### config.mk
export PLATFORM = sky130hd
export DESIGN_NAME = modular_inverse_by_power_top
export DESIGN_NICKNAME = d
export VERILOG_FILES = /design/src/hw/rtl/mip_pkg.sv /design/src/hw/rtl/modular_inverse_by_power_top.sv
export SDC_FILE = /design/constraint.sdc
export NUM_CORES = 1
export LEC_CHECK = 0
export ABC_AREA = 1
export BUFFER_PORTS_ARGS = -buffer_cell sky130_fd_sc_hd__buf_4
export CORE_MARGIN = 2
export CORE_UTILIZATION = 44
export CTS_CLUSTER_DIAMETER = 50
export DETAILED_ROUTE_END_ITERATION = 8
export PLACE_DENSITY = 0.58
export SLEW_MARGIN = 0
export SYNTH_ARGS = -nofsm -noshare
export SYNTH_HDL_FRONTEND = slang
export SYNTH_SLANG_ARGS = --single-unit
### constraint.sdc
create_clock -name clk_i -period 11.2 [get_ports clk_i]
set_clock_uncertainty 0.05 [all_clocks]
set_input_delay 0.56 -clock clk_i [delete_from_list [all_inputs] [get_ports clk_i]]
set_output_delay 0.56 -clock clk_i [all_outputs]
set_load 0.02 [all_outputs]
### src/hw/rtl/mip_pkg.sv
`default_nettype none

package mip_pkg;

  localparam int unsigned MOD_BITS = 31;
  localparam int unsigned VAL_BITS = 64;
  localparam int unsigned CNT_BITS = 6;
  localparam logic [MOD_BITS-1:0] MOD_RESET = MOD_BITS'(1000000007);
  localparam logic [MOD_BITS-1:0] EXP_OFFSET = MOD_BITS'(2);
  localparam logic [CNT_BITS-1:0] REDUCE_LAST = CNT_BITS'(VAL_BITS - 1);
  localparam logic [CNT_BITS-1:0] MUL_LAST = CNT_BITS'(MOD_BITS - 1);

  typedef enum logic [5:0] {
    ST_IDLE    = 6'b000001,
    ST_REDUCE  = 6'b000010,
    ST_FIXNEG  = 6'b000100,
    ST_NEXTBIT = 6'b001000,
    ST_MUL_ACC = 6'b010000,
    ST_MUL_SQR = 6'b100000
  } state_e;

endpackage

`default_nettype wire

### src/hw/rtl/modular_inverse_by_power_top.sv
`default_nettype none

// Computes (value mod m)^(m-2) mod m, the inverse of value for a prime modulus m. An item is
// taken when start_i is high and busy_o is low; busy_o then stays high until the result has been
// shown. The result appears on inverse_o for exactly one cycle with done_o high and cannot be
// stalled, so the receiver must take it in that cycle. One bit-serial modular multiply-add unit
// does all the work: the 64-bit operand is reduced one bit at a time, then each exponent bit up
// to the highest set bit of m-2 costs one squaring plus, for a set bit, one multiply, each done
// bit-serially, with one sequencing state per bit. A modulus below two gives a result of zero
// in the cycle after the item is taken. The modulus may only be written while idle.
module modular_inverse_by_power_top (
  input  wire logic                         clk_i,
  input  wire logic                         rst_ni,
  input  wire logic                         start_i,
  output logic                              busy_o,
  input  wire logic [mip_pkg::VAL_BITS-1:0] value_i,
  input  wire logic                         cfg_we_i,
  input  wire logic [mip_pkg::MOD_BITS-1:0] cfg_wdata_i,
  output logic                              done_o,
  output logic [mip_pkg::MOD_BITS-1:0]      inverse_o
);

  localparam int unsigned MW = mip_pkg::MOD_BITS;
  localparam int unsigned VW = mip_pkg::VAL_BITS;
  localparam int unsigned CW = mip_pkg::CNT_BITS;

  mip_pkg::state_e state_q, state_d;
  logic [MW-1:0]   modulus_q;
  logic [VW-1:0]   mag_q, mag_d;
  logic            neg_q, neg_d;
  logic [CW-1:0]   cnt_q, cnt_d;
  logic [MW-1:0]   p_q, p_d;
  logic [MW-1:0]   base_q, base_d;
  logic [MW-1:0]   acc_q, acc_d;
  logic [MW-1:0]   exp_q, exp_d;
  logic [MW-1:0]   mb_q, mb_d;
  logic            done_q, done_d;

  logic [MW-1:0]   addend;
  logic [MW+1:0]   sum;
  logic [MW+1:0]   sum_m1;
  logic [MW+1:0]   sum_m2;
  logic [MW+1:0]   mod_x1;
  logic [MW+1:0]   mod_x2;
  logic [MW-1:0]   step_res;

  // Shared step: p <- (2p + addend) mod m, with 2p + addend below 3m.
  always_comb begin
    if (state_q == mip_pkg::ST_REDUCE) begin
      addend = {{(MW-1){1'b0}}, mag_q[VW-1]};
    end else begin
      addend = mb_q[MW-1] ? base_q : '0;
    end
    mod_x1   = {2'b00, modulus_q};
    mod_x2   = {1'b0, modulus_q, 1'b0};
    sum      = {1'b0, p_q, 1'b0} + {2'b00, addend};
    sum_m1   = sum - mod_x1;
    sum_m2   = sum - mod_x2;
    if (sum >= mod_x2) begin
      step_res = sum_m2[MW-1:0];
    end else if (sum >= mod_x1) begin
      step_res = sum_m1[MW-1:0];
    end else begin
      step_res = sum[MW-1:0];
    end
  end

  always_comb begin
    state_d = state_q;
    mag_d   = mag_q;
    neg_d   = neg_q;
    cnt_d   = cnt_q;
    p_d     = p_q;
    base_d  = base_q;
    acc_d   = acc_q;
    exp_d   = exp_q;
    mb_d    = mb_q;
    done_d  = 1'b0;
    case (state_q)
      mip_pkg::ST_IDLE: begin
        if (start_i && !done_q) begin
          if (modulus_q < mip_pkg::EXP_OFFSET) begin
            acc_d  = '0;
            done_d = 1'b1;
          end else begin
            neg_d   = value_i[VW-1];
            mag_d   = value_i[VW-1] ? (~value_i + VW'(1)) : value_i;
            p_d     = '0;
            cnt_d   = '0;
            state_d = mip_pkg::ST_REDUCE;
          end
        end
      end
      mip_pkg::ST_REDUCE: begin
        p_d   = step_res;
        mag_d = {mag_q[VW-2:0], 1'b0};
        cnt_d = cnt_q + CW'(1);
        if (cnt_q == mip_pkg::REDUCE_LAST) begin
          state_d = mip_pkg::ST_FIXNEG;
        end
      end
      mip_pkg::ST_FIXNEG: begin
        base_d  = (neg_q && (p_q != '0)) ? (modulus_q - p_q) : p_q;
        acc_d   = MW'(1);
        exp_d   = modulus_q - mip_pkg::EXP_OFFSET;
        state_d = mip_pkg::ST_NEXTBIT;
      end
      mip_pkg::ST_NEXTBIT: begin
        p_d   = '0;
        cnt_d = '0;
        if (exp_q == '0) begin
          done_d  = 1'b1;
          state_d = mip_pkg::ST_IDLE;
        end else if (exp_q[0]) begin
          mb_d    = acc_q;
          state_d = mip_pkg::ST_MUL_ACC;
        end else begin
          mb_d    = base_q;
          state_d = mip_pkg::ST_MUL_SQR;
        end
      end
      mip_pkg::ST_MUL_ACC: begin
        p_d   = step_res;
        mb_d  = {mb_q[MW-2:0], 1'b0};
        cnt_d = cnt_q + CW'(1);
        if (cnt_q == mip_pkg::MUL_LAST) begin
          acc_d   = step_res;
          p_d     = '0;
          cnt_d   = '0;
          mb_d    = base_q;
          state_d = mip_pkg::ST_MUL_SQR;
        end
      end
      mip_pkg::ST_MUL_SQR: begin
        p_d   = step_res;
        mb_d  = {mb_q[MW-2:0], 1'b0};
        cnt_d = cnt_q + CW'(1);
        if (cnt_q == mip_pkg::MUL_LAST) begin
          base_d  = step_res;
          exp_d   = {1'b0, exp_q[MW-1:1]};
          state_d = mip_pkg::ST_NEXTBIT;
        end
      end
      default: begin
        state_d = mip_pkg::ST_IDLE;
      end
    endcase
  end

  always_ff @(posedge clk_i or negedge rst_ni) begin
    if (!rst_ni) begin
      state_q   <= mip_pkg::ST_IDLE;
      modulus_q <= mip_pkg::MOD_RESET;
      done_q    <= 1'b0;
      cnt_q     <= '0;
    end else begin
      state_q <= state_d;
      done_q  <= done_d;
      cnt_q   <= cnt_d;
      if (cfg_we_i) begin
        modulus_q <= cfg_wdata_i;
      end
    end
  end

  always_ff @(posedge clk_i) begin
    mag_q  <= mag_d;
    neg_q  <= neg_d;
    p_q    <= p_d;
    base_q <= base_d;
    acc_q  <= acc_d;
    exp_q  <= exp_d;
    mb_q   <= mb_d;
  end

  assign busy_o    = (state_q != mip_pkg::ST_IDLE) || done_q;
  assign done_o    = done_q;
  assign inverse_o = acc_q;

endmodule

`default_nettype wire

# --- Yosys cells after proc, flatten, opt, wreduce, memory -nomap -nowiden ---
# Index checks and enable logic that the tools add are counted.
word_totals:
  reg_bits: 264
  wordCells: 98
  out_inout_bits: 33
  in_bits: 99
op_classes:
  n_eq_ne: 16
  add_sub_neg: 7
  mux: 40
  reduce_logical: 19
  bitwise: 2
  order_cmp: 3
ops:
  columns: ["cell", "count"]
  rows:
  - ["$mux W31", 15]
  - ["$mux W64", 3]
  - ["$pmux W31 S3", 2]
  - ["$pmux W64 S2", 1]
  - ["$pmux W31 S2", 2]
  - ["$pmux W31 S4", 1]
  - ["$sub A31 B31 Y31", 3]
  - ["$add A64 B1 Y64 const B", 1]
  - ["$not A64 Y64", 1]
  - ["$mux W6", 10]
  - ["$pmux W6 S6", 1]
  - ["$add A32 B31 Y33", 1]
  - ["$ge A33 B31 Y1", 1]
  - ["$ge A33 B32 Y1", 1]
  - ["$logic_not A31 Y1", 1]
  - ["$lt A31 B2 Y1 const B", 1]
  - ["$reduce_bool A31 Y1", 1]
  - ["$sub A31 B2 Y31 const B", 1]
  - ["$pmux W6 S4", 1]
  - ["$eq A6 B5 Y1 const B", 2]
  - ["$eq A6 B6 Y1 const B", 2]
  - ["$ne A2 B2 Y1 const B", 6]
  - ["$reduce_and A3 Y1", 3]
  - ["$add A6 B1 Y6 const B", 1]
  - ["19 further kinds", 25]

# --- Longest topological paths before layout ---
# Gate-level depths: netlist of run 1.
depth:
  ltp_word: 8
  mapped_depth: 37
  mapped_depth_nobuf: 36

# --- Worst setup path before layout of run 1 ---
# OpenSTA, ideal clock, no wires.
synth_timing:
  path_kind: "register to register"
  from: "register state_q[3]"
  to: "register base_q[0] (enable)"
  setup_time_ns: 0.568
  path_buffers: 2
  synth_period_minus_slack_ns: 6.090
  path_stages_with_launch: 6
  required_time_ns: 10.582
  arrival_ns: 5.473
  path_slack_ns: 5.110
  path_cell_list: "dfrtp_1 -> nor2_1 -> nand4_1 -> clkbuf_1 -> clkbuf_1 -> o21ai_0"
synth_via:
  elab_chain_cells: 3
  elab_cells_between_ends: 5
  classes_between: "3 x eq/ne; 2 x reduce/logical"
synth_rtl:
  columns: ["item", "line_no", "text"]
  rows:
  - ["start, declared", "modular_inverse_by_power_top.sv:27", "mip_pkg::state_e state_q, state_d;"]
  - ["start signal, assigned", "modular_inverse_by_power_top.sv:152", "state_q <= mip_pkg::ST_IDLE;"]
  - ["start signal, assigned", "modular_inverse_by_power_top.sv:157", "state_q <= state_d;"]
  - ["$eq A6 B6 Y1 / $eq A6 B3 Y1 (equally long branches)", "modular_inverse_by_power_top.sv:79", "case (state_q)"]
  - ["$ne A2 B2 Y1 (no source line) / $reduce_bool A2 Y1 (equally long branches)", null, null]
  - ["$reduce_and A2 Y1 (no source line) (*)", null, null]
  - ["end signal, assigned", "modular_inverse_by_power_top.sv:170", "base_q <= base_d;"]
  - ["end, declared", "modular_inverse_by_power_top.sv:33", "logic [MW-1:0] base_q, base_d;"]
# Mark *: on every way between the ends. The rest lies on a longest branch, timed or not.
# A chain may end at the register's enable or synchronous reset.

# --- Worst setup path after layout of run 1 ---
layout_timing:
  from: "register state_q[3]"
  to: "register p_q[21] (data pin)"
layout_via:
  elab_chain_cells: 8
  elab_cells_between_ends: 16
  classes_between: "3 x add/sub; 2 x order compare; 5 x eq/ne; 5 x mux; 1 x reduce/logical"
layout_rtl:
  columns: ["item", "line_no", "text"]
  rows:
  - ["$eq A6 B2 Y1", "modular_inverse_by_power_top.sv:49, modular_inverse_by_power_top.sv:79", null]
  - ["$mux W31", "modular_inverse_by_power_top.sv:49", "if (state_q == mip_pkg::ST_REDUCE) begin"]
  - ["$add A32 B31 Y33", "modular_inverse_by_power_top.sv:56", "sum = {1'b0, p_q, 1'b0} + {2'b00, addend};"]
  - ["$sub A31 B31 Y31 / $ge A33 B31 Y1 (equally long branches)", "modular_inverse_by_power_top.sv:57, modular_inverse_by_power_top.sv:61", null]
  - ["$mux W31", "modular_inverse_by_power_top.sv:61", "end else if (sum >= mod_x1) begin"]
  - ["$mux W31", "modular_inverse_by_power_top.sv:59", "if (sum >= mod_x2) begin"]
  - ["$mux W31", "modular_inverse_by_power_top.sv:126", "if (cnt_q == mip_pkg::MUL_LAST) begin"]
  - ["$pmux W31 S4 (*)", "modular_inverse_by_power_top.sv:79", null]
  - ["net p_d[21]", "modular_inverse_by_power_top.sv:32", "logic [MW-1:0] p_q, p_d;"]
  - ["end signal, assigned", "modular_inverse_by_power_top.sv:169", "p_q <= p_d;"]
  - ["end, declared", "modular_inverse_by_power_top.sv:32", null]
# The timed path passes the listed nets; every way through them passes the cells marked *.

==> impl_metrics.tcl, run 1 <==
set metrics [dict create \
    crit_path_top_delay_cell "nand3_2" \
    min_period_ps 8189 \
    core_area_mm2 0.05027 \
    dieWidth_um 230.0 \
    synth_top_area_cell "edfxtp_1" \
    startpoint_type "register" \
    ys.flop_type "edfxtp_1" \
    syn_inst 3221 \
    finalSetupTns_ps 0 \
    synth_edf_count 220 \
    avgSynthCellArea_um2 6.975 \
    rsz0062_at_grt "no" \
    cts_buffers 39 \
    vias 23466 \
    ctsHtreeMaxLevel 2 \
    async_flop_share 0.1667 \
    dp_slack_ps 3121 \
    leakage_nw 11.37 \
    dp_hpwl_um 76260 \
    crit_arrival_ps 8400 \
    grt_use_total 0.3514 \
    area.growth.synth_to_final_pct 13.06 \
    portBuffers 131 \
    place_congestion 1.029 \
    slew_headroom 0.1778 \
    cp_max_fo 49 \
    drtAntennaViolNets 0 \
    grt_overflow_total 0 \
    wl_per_cell_um 23.44 \
    synthTopCellsByArea "edfxtp_1 (29%), nand2_1 (14%), ha_1 (7.0%), inv_1 (6.3%), nor2_1 (6.1%)" \
    p_seq_frac 0.183 \
    synth_seq_area_share 0.3440 \
    holdPathEnd "modulus_q[7]" \
    cts_sinks 264 \
    grt_pass1_wl_um 138900 \
    setup_violations 0 \
    cts_max_path_buffers 3 \
    whs_path_depth 3 \
    viasPerCell 5.829 \
    synth.most_common_cell "nand2_1" \
    n_fill_cell 5133 \
    r2r_start "state_q[3]" \
    worst_path_most_repeated_cell "nand2_1" \
    r2r-end "p_q[21]" \
    ioPinCount 132 \
    hold_violations 0 \
    r2r.worst_path.cells 31 \
    end_kind "register" \
    cts_setup_buffers 0 \
    fin_crit_sh 0.7312 \
    combPwrFrac 0.674 \
    synth_commonest_cells "nand2_1 (865), inv_1 (377), nor2_1 (368)" \
    grt_max_degree 87 \
    firstDrtPassIters 7 \
    hp-class "in -> reg" \
    multi_input_area_mm2 0.01297 \
    clk_pin_slew_ps 60 \
    layout-drive-gt1-share 0.07844 \
    max_freq_mhz 122.1 \
    tightest_slew_ps 1231 \
    yosysTopAreaCellShare 0.2941 \
    path_class "reg -> reg" \
    clockPowerShare 0.143 \
    dieHeight_um 230.0 \
    cts_root_buf "clkbuf_16" \
    setup_ws_ps 3011 \
    powerDensity_mw_per_mm2 339.0 \
    drc 0 \
    report.final.slew_viol_count 0 \
    seq_area_mm2 0.007729 \
    crit_required_ps 11410 \
    start_util 0.4469 \
    fp.dieArea_mm2 0.05288 \
    vdd_drop_max_mv 0.2320 \
    intPower_mw 3.754 \
    status "complete, no violations" \
    final_nets 3551 \
    reg2reg_slack_ps 3010 \
    drtIter0Drc 2832 \
    insertion_delay_ps 560 \
    maxCapViolCount 0 \
    netSwitchingFraction 0.5639 \
    syn_area_mm2 0.02247 \
    synth_seq_cells 264 \
    wl_um 94370 \
    syn_nets 3450 \
    synth_warnings 0 \
    power.switching_mw 4.855 \
    hp-start "cfg_wdata_i[7]" \
    cp_slowest_stage_delay_ps 880 \
    rows 82 \
    cts_tree "done" \
    antenna_found_initial 3 \
    synth_cell_types 52 \
    grt_pass1_vias 21986 \
]
[cell usage in the layout, fill, tap and decap left out, drive strengths merged, types with 33 or more instances in the layout]
cell type,n
xnor2,44
nand3,275
buf,150
nor4,33
a21oi,166
ha,126
o21ai,236
clkbuf,52
inv,386
edfxtp,220
nor2,371
nand4,62
nand2,868
xor2,92
nor3,63
[worst max path at each step]
stage / startpoint / endpoint / depth (start not counted)
finish: state_q[3] / p_q[21] / 31
floorplan: state_q[3] / base_q[0] / 5
global route: state_q[3] / p_q[28] / 31
detailed placement: state_q[3] / p_q[21] / 31
global placement: state_q[3] / base_q[0] / 31
CTS: state_q[3] / p_q[21] / 31
[flip-flops by register name (all words and copies together), names as in the netlist]
| name | flops |
|---|---|
| mag_q | 64 |
| base_q | 31 |
| exp_q | 31 |
| inverse_o | 31 |
| mb_q | 31 |
| modulus_q | 31 |
| p_q | 31 |
| cnt_q | 6 |
| state_q | 6 |
| done_o | 1 |
| neg_q | 1 |
[critical path: cells and delay by family (launching register included)]
| family | cells | cell delay (ps) |
|---|---|---|
| adder cells (fa/ha/maj) | 3 | 1060 |
| XOR/XNOR | 1 | 600 |
| AND/OR/NAND/NOR | 24 | 4700 |
| flip-flops | 1 | 410 |
| buffers and inverters | 3 | 980 |
[area by class of cell]
type	instances	share of cell area
diodes	1	0.00009852
clock buffers	52	0.04320
clock inverters	20	0.007931
inverters	380	0.05616
multi-input cells	2486	0.5105
flip-flops and latches	264	0.3043
well taps	672	0.03310
repair buffers	151	0.04473
[repair_timing]
item,4_1_cts,5_1_grt
hold endpoints to repair,17,0
hold buffers,1,0
resized for setup,0,0
[layer usage]
metal / wire (µm) / global-route usage
met1: 40770 / 0.4863
met2: 40310 / 0.5287
met3: 8267 / 0.06399
met4: 4992 / 0.1700
met5: 32 / 0
[kinds of logic after synthesis]
kind of cell | after synthesis | synth area share
AND/OR/NAND/NOR | 1703 | 0.3208
XOR/XNOR | 136 | 0.05302
adder cells (fa/ha/maj) | 130 | 0.07374
AO/OA/AOI/OAI | 517 | 0.1277
buffers and inverters | 471 | 0.08076
flip-flops | 264 | 0.3440
[power by group through the flow]
stage / combinational (mW) / clock (mW) / sequential (mW)
4_1_cts: 5.65 / 1.24 / 1.56
3_3_place_gp: 5.60 / 0 / 1.58
2_1_floorplan: 3.71 / 0 / 1.48
3_5_place_dp: 5.62 / 0 / 1.58
6_report: 5.81 / 1.23 / 1.57
5_1_grt: 6.27 / 1.29 / 1.58
[stage by stage]
step / total power [mW] / instances / hold slack, ps / instance area [µm²] / util
global placement: 7.177 / 3952 / 449.4 / 24090 / 0.4791
global route: 9.137 / 4025 / 173.2 / 25400 / 0.5052
detailed placement: 7.200 / 3952 / 454.8 / 24090 / 0.4791
CTS: 8.453 / 4025 / 151.4 / 25400 / 0.5052
floorplan: 5.185 / 3221 / 214.4 / 22470 / -
finish: 8.609 / 4026 / 163.2 / 25400 / 0.5052
No activity file was read; power rests on OpenSTA's default activity.
==> inputs of run 2 (changes only) <==
--- a/config.mk
+++ b/config.mk
@@ -5,13 +5,13 @@
 export SDC_FILE = /design/constraint.sdc
 export NUM_CORES = 1
 export LEC_CHECK = 0
-export ABC_AREA = 1
+export ABC_AREA = 0
 export BUFFER_PORTS_ARGS = -buffer_cell sky130_fd_sc_hd__buf_4
 export CORE_MARGIN = 2
 export CORE_UTILIZATION = 44
 export CTS_CLUSTER_DIAMETER = 50
 export DETAILED_ROUTE_END_ITERATION = 8
-export PLACE_DENSITY = 0.58
+export PLACE_DENSITY = 0.6
 export SLEW_MARGIN = 0
 export SYNTH_ARGS = -nofsm -noshare
 export SYNTH_HDL_FRONTEND = slang
==> constraint.sdc (replaced) <==
create_clock -name clk_i -period 7.4 [get_ports clk_i]
set_clock_uncertainty 0.05 [all_clocks]
set_input_delay 0.37 -clock clk_i [delete_from_list [all_inputs] [get_ports clk_i]]
set_output_delay 0.37 -clock clk_i [all_outputs]
set_load 0.02 [all_outputs]
==> run 2 against run 1 <==
Compared with the run above:
- wire length is 28% lower
- first-iteration DRC count is 30% lower
- setup slack worse by 2800 ps
- hold slack worse by 150 ps
- area after synthesis is 9.7% lower
- register-to-register slack worse by 2800 ps
- synthesized cell count is 29% lower
- critical path depth is 4 lower
- global-route usage is 6.7 points lower
- via count is 20% lower
- count of clock-buffer cells in the layout is 2 lower
- power is 46% higher
- critical path type unchanged
- critical endpoint is now base_q[18]
==> impl_metrics.tcl, run 2 <==
set metrics [dict create \
    status "complete, no violations" \
    cp_slowest_stage_delay_ps 730 \
    wl_per_cell_um 21.98 \
    crit_arrival_ps 7380 \
    synth_commonest_cells "nand2_1 (235), o21ai_0 (233), edfxtp_1 (220)" \
    leakage_nw 9.965 \
    cts_sinks 264 \
    synth_edf_count 220 \
    core_area_mm2 0.04548 \
    synth_top_area_cell "edfxtp_1" \
    cts_tree "done" \
    cp_num_cells 27 \
    grt_overflow_total 0 \
    cts_buffers 40 \
    largest-register "mag_q" \
    synth_seq_cells 264 \
    syn_nets 2527 \
    n_antenna_cell 0 \
    r2r.worst_path.cells 27 \
    crit_end "base_q[18]" \
    maxCapViolCount 0 \
    slew_headroom 0.2663 \
    report.final.slew_viol_count 0 \
    syn_inst 2298 \
    synthTopCellsByArea "edfxtp_1 (33%), ha_1 (7.8%), o21ai_0 (5.7%), nand2_1 (4.3%), xor2_1 (4.2%)" \
    dieHeight_um 218.7 \
    final_common_cell "nand2_1" \
    crit_start "state_q[0]" \
    syn_area_mm2 0.02029 \
    grt_max_degree 110 \
    vias 18695 \
    combPwrFrac 0.661 \
    startpoint_type "register" \
    cts_max_path_buffers 3 \
    fin_crit_sh 0.9678 \
    crit_path_top_delay_cell "or4b_2" \
    place_congestion 0.9766 \
    r2r_start "state_q[0]" \
    antenna_found_initial 0 \
    async_flop_share 0.1667 \
    finalSetupTns_ps 0 \
    fin_area_mm2 0.02402 \
    final_nets 2702 \
    rows 78 \
    power.switching_mw 5.982 \
    post-route-util 0.5281 \
    grt_pass1_vias 17801 \
    hp-class "in -> reg" \
    drc 0 \
    reg2reg_slack_ps 240 \
    ioPinCount 132 \
    cp_top_family "compound AO/OA/AOI/OAI gates" \
    cts_setup_buffers 0 \
    ctsHtreeMaxLevel 2 \
    synth_cell_types 77 \
    crit_required_ps 7620 \
    p_seq_frac 0.188 \
    intPower_mw 6.566 \
    setup_ws_ps 238.4 \
    yosysTopAreaCellShare 0.3256 \
    largest_reg_flops 64 \
    r2r-end "base_q[18]" \
    firstDrtPassIters 9 \
    cts_root_buf "clkbuf_16" \
    whs_ps 17.54 \
    insertion_delay_ps 560 \
    powerDensity_mw_per_mm2 522.4 \
    drtIter0Drc 1982 \
    netSwitchingFraction 0.4768 \
    synth_seq_area_share 0.3809 \
    wl_um 68240 \
    clockPowerShare 0.152 \
    dp_slack_ps -40.17 \
    layout-drive-gt1-share 0.1481 \
    min_period_ps 7162 \
    path_class "reg -> reg" \
    clk_pin_slew_ps 60 \
    portBuffers 131 \
    synth.most_common_cell "nand2_1" \
    synth_warnings 0 \
    drtAntennaViolNets 0 \
    viasPerCell 6.021 \
    vdd_drop_max_mv 0.3654 \
    ys.flop_type "edfxtp_1" \
    worst_path_most_repeated_cell "buf_4" \
    dp_hpwl_um 51230 \
    setup_violations 0 \
    dpl_cell_area_mm2 0.02231 \
    area.growth.synth_to_final_pct 18.37 \
    grt_use_total 0.2840 \
    start_util 0.4462 \
    end_kind "register" \
    tightest_slew_ps 1101 \
    crit_buf_inv 6 \
    max_freq_mhz 139.6 \
    avgSynthCellArea_um2 8.830 \
    hold_violations 0 \
    dieWidth_um 218.7 \
    layout_common_cells "nand2_1 (235), o21ai_0 (229), edfxtp_1 (220), buf_4 (220), nor2_1 (168)" \
    grt_pass1_wl_um 104300 \
    cp_max_fo 12 \
    fp.dieArea_mm2 0.04785 \
]
[run 2: layout make-up]
class                      count  area, µm²
clock buffer                  50       1144
tap                          600      750.7
timing repair buffer         247       1927
multi-input combinational   1781      11750
clock inverter                24      195.2
fill                        4328      21460
sequential                   264       7729
inverter                     139      521.8
[run 2: worst reg2reg max path: stages (launching register included)]
cell and delay [ps]:
dfstp_2 390, or4b_2 730, or3_4 420, buf_4 200, and3_1 190, ha_1 280, buf_4 160, a21o_1 180
o21bai_1 160, a31oi_1 390, o21ai_0 230, o21ai_0 400, buf_4 190, o211ai_1 100, buf_4 170, xor2_1 210
ha_1 290, nand4_1 130, nor2_1 60, a211o_1 370, a41o_1 310, nor2_1 170, and4_2 360, buf_4 160
nor2_1 40, a311oi_1 260, buf_4 190, a21oi_1 70
[run 2: how the worst min path moves through the flow]
stage / startpoint / endpoint / slack [ps] / cells after the start
floorplan: rst_ni / cnt_q[0] / 20 / 0
global placement: rst_ni / done_o / 410 / 1
detailed placement: rst_ni / done_o / 410 / 1
CTS: cfg_wdata_i[10] / modulus_q[10] / 5 / 3
global route: cfg_wdata_i[10] / modulus_q[10] / 40 / 3
finish: cfg_wdata_i[10] / modulus_q[10] / 20 / 3
[run 2: power groups by stage]
stage / Sequential (mW) / Clock [mW] / Combinational, mW
floorplan: 2.24 / 0 / 5.38
global placement: 2.37 / 0 / 7.97
detailed placement: 2.37 / 0 / 8.03
CTS: 2.35 / 1.94 / 8.09
global route: 2.38 / 1.99 / 9.10
finish: 2.35 / 1.90 / 8.29
[run 2: what timing repair did]
action                                  in CTS  in global routing
hold buffers                                26                  0
gates resized for setup                      2                 23
endpoints found under the setup margin      12                 93
hold endpoints to repair                    52                  0
[run 2: cell families after synthesis]
logic type | share of synthesized area
buffers and inverters | 0.04810
AND/OR/NAND/NOR | 0.1788
XOR/XNOR | 0.07511
adder cells (fa/ha/maj) | 0.08164
multiplexers | 0.007030
AO/OA/AOI/OAI | 0.2284
flip-flops | 0.3809
[run 2: stage by stage]
stage,power [mW],std cells
detailed placement,10.40,3005
CTS,12.38,3105
floorplan,7.620,2298
finish,12.55,3105
global placement,10.34,3005
global route,13.47,3105
[run 2: routing by layer]
| metal | part of all wire | track usage | wire [µm] | vias up |
|---|---|---|---|---|
| met3 | 0.053 | 0.03062 | 3630 | 123 |
| met4 | 0.043 | 0.1239 | 2954 | 0 |
| met5 | 0 | 0 | 0 | - |
| met1 | 0.45 | 0.3933 | 30680 | 9057 |
| met2 | 0.45 | 0.4492 | 30970 | 610 |
| li1 | - | - | - | 8905 |
